**config.mk**
```make
export PLATFORM = sky130hd
export DESIGN_NAME = kvt_scan
export DESIGN_NICKNAME = d
export VERILOG_FILES = /design/src/kvt_pkg.sv /design/src/kvt_scan.sv
export SDC_FILE = /design/constraint.sdc
export NUM_CORES = 1
export LEC_CHECK = 0
export CORE_UTILIZATION = 50
export CTS_CLUSTER_SIZE = 10
export DETAILED_ROUTE_END_ITERATION = 6
export DONT_BUFFER_PORTS = 1
export SYNTH_ARGS = -nofsm -noshare
export SYNTH_HDL_FRONTEND = slang
export SYNTH_SLANG_ARGS = --single-unit
```
**constraint.sdc**
```tcl
create_clock -name clk_i -period 7.6 [get_ports clk_i]
set_input_delay 0.76 -clock clk_i [delete_from_list [all_inputs] [get_ports clk_i]]
set_output_delay 0.76 -clock clk_i [all_outputs]
set_load 0.05 [all_outputs]
```
**src/kvt_pkg.sv**
```systemverilog
// Package for the clustered key-value table: sizes, command and status codes,
// and the structs passed between the sequencer, the scan unit and the store.
// No dependencies.
`default_nettype none

package kvt_pkg;

  localparam int unsigned SLOTS_PER_CLUSTER = 16;
  localparam int unsigned NUM_CLUSTERS      = 64;
  localparam int unsigned TOTAL_SLOTS       = SLOTS_PER_CLUSTER * NUM_CLUSTERS;

  localparam int unsigned POS_W  = $clog2(SLOTS_PER_CLUSTER);
  localparam int unsigned CL_W   = (NUM_CLUSTERS > 1) ? $clog2(NUM_CLUSTERS) : 1;
  localparam int unsigned SLOT_W = POS_W + CL_W;

  localparam int unsigned CMD_W  = 2;
  localparam int unsigned KEY_W  = 32;
  localparam int unsigned VAL_W  = 32;
  localparam int unsigned OFS_W  = 31;
  localparam int unsigned STAT_W = 2;
  localparam int unsigned IDX_W  = 10;

  typedef enum logic [CMD_W-1:0] {
    CMD_INSERT = 2'd0,
    CMD_LOOKUP = 2'd1,
    CMD_REMOVE = 2'd2,
    CMD_UPDATE = 2'd3
  } cmd_e;

  typedef enum logic [STAT_W-1:0] {
    ST_OK        = 2'd0,
    ST_NOT_FOUND = 2'd1,
    ST_FULL      = 2'd2,
    ST_RANGE     = 2'd3
  } status_e;

  // Store access: a read and a write port each for slots and valid rows.
  typedef struct packed {
    logic [SLOT_W-1:0]            rd_slot;
    logic [CL_W-1:0]              rd_row;
    logic                         slot_we;
    logic [SLOT_W-1:0]            wr_slot;
    logic [KEY_W-1:0]             wr_key;
    logic [VAL_W-1:0]             wr_val;
    logic                         row_we;
    logic [CL_W-1:0]              wr_row;
    logic [SLOTS_PER_CLUSTER-1:0] row_wdata;
  } store_req_t;

  typedef struct packed {
    logic init;
    logic step;
    logic match_en;
  } scan_ctrl_t;

  typedef struct packed {
    logic [POS_W-1:0] rd_pos;
    logic             last;
    logic             match_now;
    logic             hit;
    logic [POS_W-1:0] hit_pos;
    logic [VAL_W-1:0] hit_val;
    logic             free;
    logic [POS_W-1:0] free_pos;
  } scan_res_t;

endpackage

`default_nettype wire

```
**src/kvt_scan.sv**
```systemverilog
// Scan unit: one key compare per step cycle over a cluster's slots, tracking
// the first matching slot and the lowest free slot. Uses kvt_pkg.
`default_nettype none

module kvt_scan import kvt_pkg::*; (
  input  logic                         clk_i,
  input  logic                         rst_ni,
  input  scan_ctrl_t                   ctrl_i,
  input  logic [KEY_W-1:0]             key_i,
  input  logic [KEY_W-1:0]             key_rd_i,
  input  logic [VAL_W-1:0]             val_rd_i,
  input  logic [SLOTS_PER_CLUSTER-1:0] row_rd_i,
  output scan_res_t                    res_o
);

  logic [POS_W-1:0] pos_q;
  logic             hit_q;
  logic [POS_W-1:0] hit_pos_q;
  logic [VAL_W-1:0] hit_val_q;
  logic             free_q;
  logic [POS_W-1:0] free_pos_q;

  logic bit_now;
  logic match_now;
  logic free_now;

  assign bit_now   = row_rd_i[pos_q];
  assign match_now = ctrl_i.step && ctrl_i.match_en && bit_now && (key_rd_i == key_i);
  assign free_now  = ctrl_i.step && !bit_now && !free_q;

  always_ff @(posedge clk_i or negedge rst_ni) begin
    if (!rst_ni) begin
      pos_q  <= '0;
      hit_q  <= 1'b0;
      free_q <= 1'b0;
    end else if (ctrl_i.init) begin
      pos_q  <= '0;
      hit_q  <= 1'b0;
      free_q <= 1'b0;
    end else if (ctrl_i.step) begin
      pos_q <= pos_q + POS_W'(1);
      if (match_now) begin
        hit_q <= 1'b1;
      end
      if (free_now) begin
        free_q <= 1'b1;
      end
    end
  end

  // Capture position and value of the first match and of the first hole.
  always_ff @(posedge clk_i) begin
    if (match_now) begin
      hit_pos_q <= pos_q;
      hit_val_q <= val_rd_i;
    end
    if (free_now) begin
      free_pos_q <= pos_q;
    end
  end

  always_comb begin
    res_o           = '0;
    res_o.rd_pos    = ctrl_i.init ? '0 : pos_q + POS_W'(1);
    res_o.last      = (pos_q == POS_W'(SLOTS_PER_CLUSTER - 1));
    res_o.match_now = match_now;
    res_o.hit       = hit_q;
    res_o.hit_pos   = hit_pos_q;
    res_o.hit_val   = hit_val_q;
    res_o.free      = free_q;
    res_o.free_pos  = free_pos_q;
  end

`ifndef SYNTHESIS
  // The sequencer stops stepping at the first match.
  a_no_step_after_hit: assert property (@(posedge clk_i) disable iff (!rst_ni)
    ctrl_i.step |-> !hit_q) else $error("scan stepped past a match");

  a_free_holds: assert property (@(posedge clk_i) disable iff (!rst_ni)
    (free_q && !ctrl_i.init) |=> (free_q && $stable(free_pos_q)))
    else $error("lowest free slot moved during scan");

  a_init_clears: assert property (@(posedge clk_i) disable iff (!rst_ni)
    ctrl_i.init |=> (!hit_q && !free_q && pos_q == '0))
    else $error("scan start did not clear tracking state");
`endif

endmodule

`default_nettype wire
```
* Yosys cells after proc, flatten, opt, wreduce, memory -nomap -nowiden *
Cells that the tools add are included.

operators by class
  $lt $le $gt $ge = 1
  muxes and demuxes = 11
  reductions and logical operators = 12
  $add $sub $neg = 1
  equal/unequal tests = 2

operator list
  cell                   count
  $eq A32 B32 Y1         1
  $mux W4                3
  $mux W1                7
  $reduce_bool A2 Y1     3
  $logic_and A1 B1 Y1    5
  $lt A4 B5 Y1 const B   1
  $add A4 B1 Y4 const B  1
  $bmux W1 S4            1
  $eq A4 B4 Y1 const B   1
  $reduce_and A2 Y1      2
  $logic_not A1 Y1       2

word-level totals
  register bits = 46
  bits of input ports = 117
  word-level logic and storage cells = 33
  output and inout bits = 48

* Depth between registers and ports, before layout *
  depth in word-level cells = 8
  depth in mapped cells = 6

* Least setup slack after synthesis *
Ideal clock, no wire load.

  path type = input -> output
  start point = in row_rd_i[5]
  end point = out res_o[42] (netlist name)
  data arrival time = 5.497 ns
  path slack = 1.343 ns
  stages on the path = 5
  data required time = 6.840 ns
  cell sequence = mux4_2 a22oi_2 and3_1 nor4_1 buf_4

between the ends
  cells in the longest elaborated chain, start to end = 4

ends and longest elaborated chain
  item                              RTL line        RTL
  start: declaration                kvt_scan.sv:12  input logic [SLOTS_PER_CLUSTER-1:0] row_rd_i,
  $bmux W1 S4                       kvt_scan.sv:27  assign bit_now = row_rd_i[pos_q];
  $mux W1 (implied by the code)     kvt_scan.sv:27
  $logic_and A1 B1 Y1 (2 in a row)  kvt_scan.sv:28  assign match_now = ctrl_i.step && ctrl_i.match_en && bit_now && (key_rd_i == key_i);
  end: declaration                  kvt_scan.sv:13  output scan_res_t res_o

No other way between the ends. The select of a mux whose other input is x is not followed.

==> metrics.md <==
| Metric | Value |
|---|---|
| # hold bufs at CTS | 0 |
| Min-delay worst type | input pin to async pin |
| Cts repair resizes | 0 |
| Vias in the first global route | 1155 |
| Post-route DRC violation count | 0 |
| # setup viols final | 0 |
| Setup crit end kind | output port |
| Top cell type's share of synthesized area | 56.34% |
| FF-to-FF path depth | 5 |
| Mapped Avg Cell Area | 14.60 um2 |
| Initial Utilization | 52.54% |
| Die Area | between 4000 and 5000 um2 |
| WS Path Type | register to output port |
| Delay-heaviest family, CP | buffers and inverters |
| Pleak | 0.7690 nW |
| CTS buffer count | 5 |
| RD Place Congestion | 0.6858 |
| Final TNS setup | 0 ps |
| Sink Count | 46 |
| WP buf/inv | 2 |
| Tot GR Track Use | 17.10% |
| Max stage delay on crit path | 550 ps |
| DR vias/cell | 6.177 |
| Routed Wire Length | 4091 um |
| Share of layout cells above drive strength 1 | under 10% |
| Final hold vios | 0 |
| Post-layout min period | 3258 ps |
| F_max | 307.0 MHz |
| Max Clock Skew | 1.385 ps |
| Pwr Density | 218.9 nW/um2 |
| Synth-to-layout area growth | 6.631% |
| Ant diodes | 0 |
| Status | finished, final reports clean |
| Worst VDD drop | 0.00009577 V |
| Yosys cell types | 27 |
| Dpl hpwl | 3439 um |
| H-tree Lvls | 2 |
| CP startpoint kind | register |
| Most common cell in the netlist | edfxtp_1 |
| Clock transition at path regs | 70 ps |
| CP required | 6840 ps |
| Post-synth EDFFs | 40 |
| Yosys warnings | 0 |
| Final worst-path cycle share | 42.87% |
| I/O pin count | 165 |
| Drt pass-1 iters | 4 |
| DR iter-0 viols | between 70 and 80 |
| Largest net degree at the start of global routing | 38 |
| Root Buffer | clkbuf_8 |
| Slew Limit Fails | 0 |
| FF-to-FF setup slack | 5250 ps |
| Yosys reg bits | 46 |
| Worst reg2reg path endpoint | hit_val_q[9]$_DFFE_PP_ |
| Post-CTS setup buffer count | 0 |
| Skew-Pair Late Insertion Delay | 280 ps |
| Filler cell count | 347 |
| Top post-synthesis cells by count | 40 x edfxtp_1, 35 x xor2_1, 15 x nor4_1 |
| Relative slew slack | 38.40% |
| CORE AREA | 4058 um2 |
| Crit-path cells | mux4_1 -> nand3b_1 -> and3_1 -> nor4_2 -> buf_4 -> buf_6 |
| Via count | 1223 |
| Pwr Total | 0.4976 mW |
| Worst path slowest cell | dfrtp_1 |
| Main synth FF type | edfxtp_1 |
| Mapped Nets | 264 |
| Routed Antenna Nets | 0 |
| RSZ-0062 raised after global routing | false |
| Row cnt | 23 |
| Grt ovf | 0 |
| Global-route wire length before repair | ~5600 um |
| Slew @ Worst Pin | 922.1 ps |
| Initial antenna violation count | 0 |
| Post-synthesis sequential area ratio | a little under two thirds |
| Dominant cells by area after synthesis | edfxtp_1 56%, xor2_1 14%, dfrtp_1 7.0% |
| Cell Area, Synth | 2132 um2 |
| Post-DR wirelength/cell | 20.66 um |
| Crit Path Max Fanout | 37 |
| Max cap viols | 0 |
| Worst hold margin | around 170 ps |
| Clock Path Buffers | 2 |
| Die Y | 67.30 um |
| Synth area leader | edfxtp_1 |
| Worst reg2reg startpoint | pos_q[0]$_DFFE_PN0P_ |
| Cells after Synth | 146 |
| Worst path arrival time | 2500 ps |
| Port bufs | 0 |
| Nets | 265 |
| Die width | 67.30 um |
| Post-synth ARST share | 13.04% |
| CTS tree | yes |
worst max-delay path by stage:
stage                                    start   endpoint  slack (ps)  cells past startpoint
final                     pos_q[0]$_DFFE_PN0P_  res_o[42]        4340                      6
after global routing      pos_q[0]$_DFFE_PN0P_  res_o[42]        4160                      6
after CTS                 pos_q[0]$_DFFE_PN0P_  res_o[42]        4320                      6
after detailed placement             key_i[20]  res_o[42]        4570                      6
after floorplan                    row_rd_i[5]  res_o[42]        1340                      5
after global placement               key_i[20]  res_o[42]        4590                      6
per-stage QoR:
step	setup slack, ps	util (%)	instances	cell area (um2)
after floorplan	1343	-	146	2132
after global routing	4160	56.03	198	2273
after global placement	4594	53.41	190	2167
after detailed placement	4569	53.41	190	2167
after CTS	4320	56.03	198	2273
final	4342	56.03	198	2273
sequential cells by signal (all words and copies together) (netlist names):
name,count
hit_q,1
free_q,1
pos_q,4
hit_pos_q,4
hit_val_q,32
free_pos_q,4
area by class of cell:
cell class              instances  area [um2]  share of cell area (%)
well taps                      50       62.56                   2.752
flip-flops and latches         46        1351                   59.44
clock inverters                 1       30.03                   1.321
repair buffers                  2       18.77                  0.8255
clock buffers                   7       76.32                   3.357
multi-input cells              92       734.5                   32.31
routing by layer:
layer	up-vias	GRT usage (%)	share of wire, %
met5	-	0	0
met4	0	5.585	0.66
met3	2	4.223	9.9
met2	106	29.63	51
met1	566	20.72	38
li1	549	-	-
logic make-up after synthesis:
logic type,synth area share (%)
compound gates,1.819
xor+xnor,15.20
fa+ha+maj,0.5868
buf+inv,2.465
flops,63.38
mux,5.047
simple gates,11.50
worst register-to-register path: stages, from the launching register on:
cell,delay (ps)
dfrtp_1,550
mux4_1,410
nand3b_1,120
and3_1,230
nor4_2,260
buf_4,430
cell usage in the layout, fill, tap and decap left out, types with 2 or more instances in the layout:
master    synthesis  final
edfxtp_1         40     40
xor2_1           35     35
nor4_1           15     14
nor2_1           11     11
dfrtp_1           6      6
clkbuf_8          0      5
nand4_1           4      4
nand3_1           3      3
nand2_1           3      3
xnor2_1           2      2
nor2b_1           2      2
mux4_1            2      2
mux4_2            2      2
and3_1            2      2
clkbuf_1          3      2
where the power goes:
group	switching [mW]	internal [mW]	leakage, nW
Sequential	0.0125	0.278	0.444
Combinational	0.0212	0.0189	0.273
Clock	0.0687	0.0983	0.0524
No activity file was read; power rests on OpenSTA's default activity.
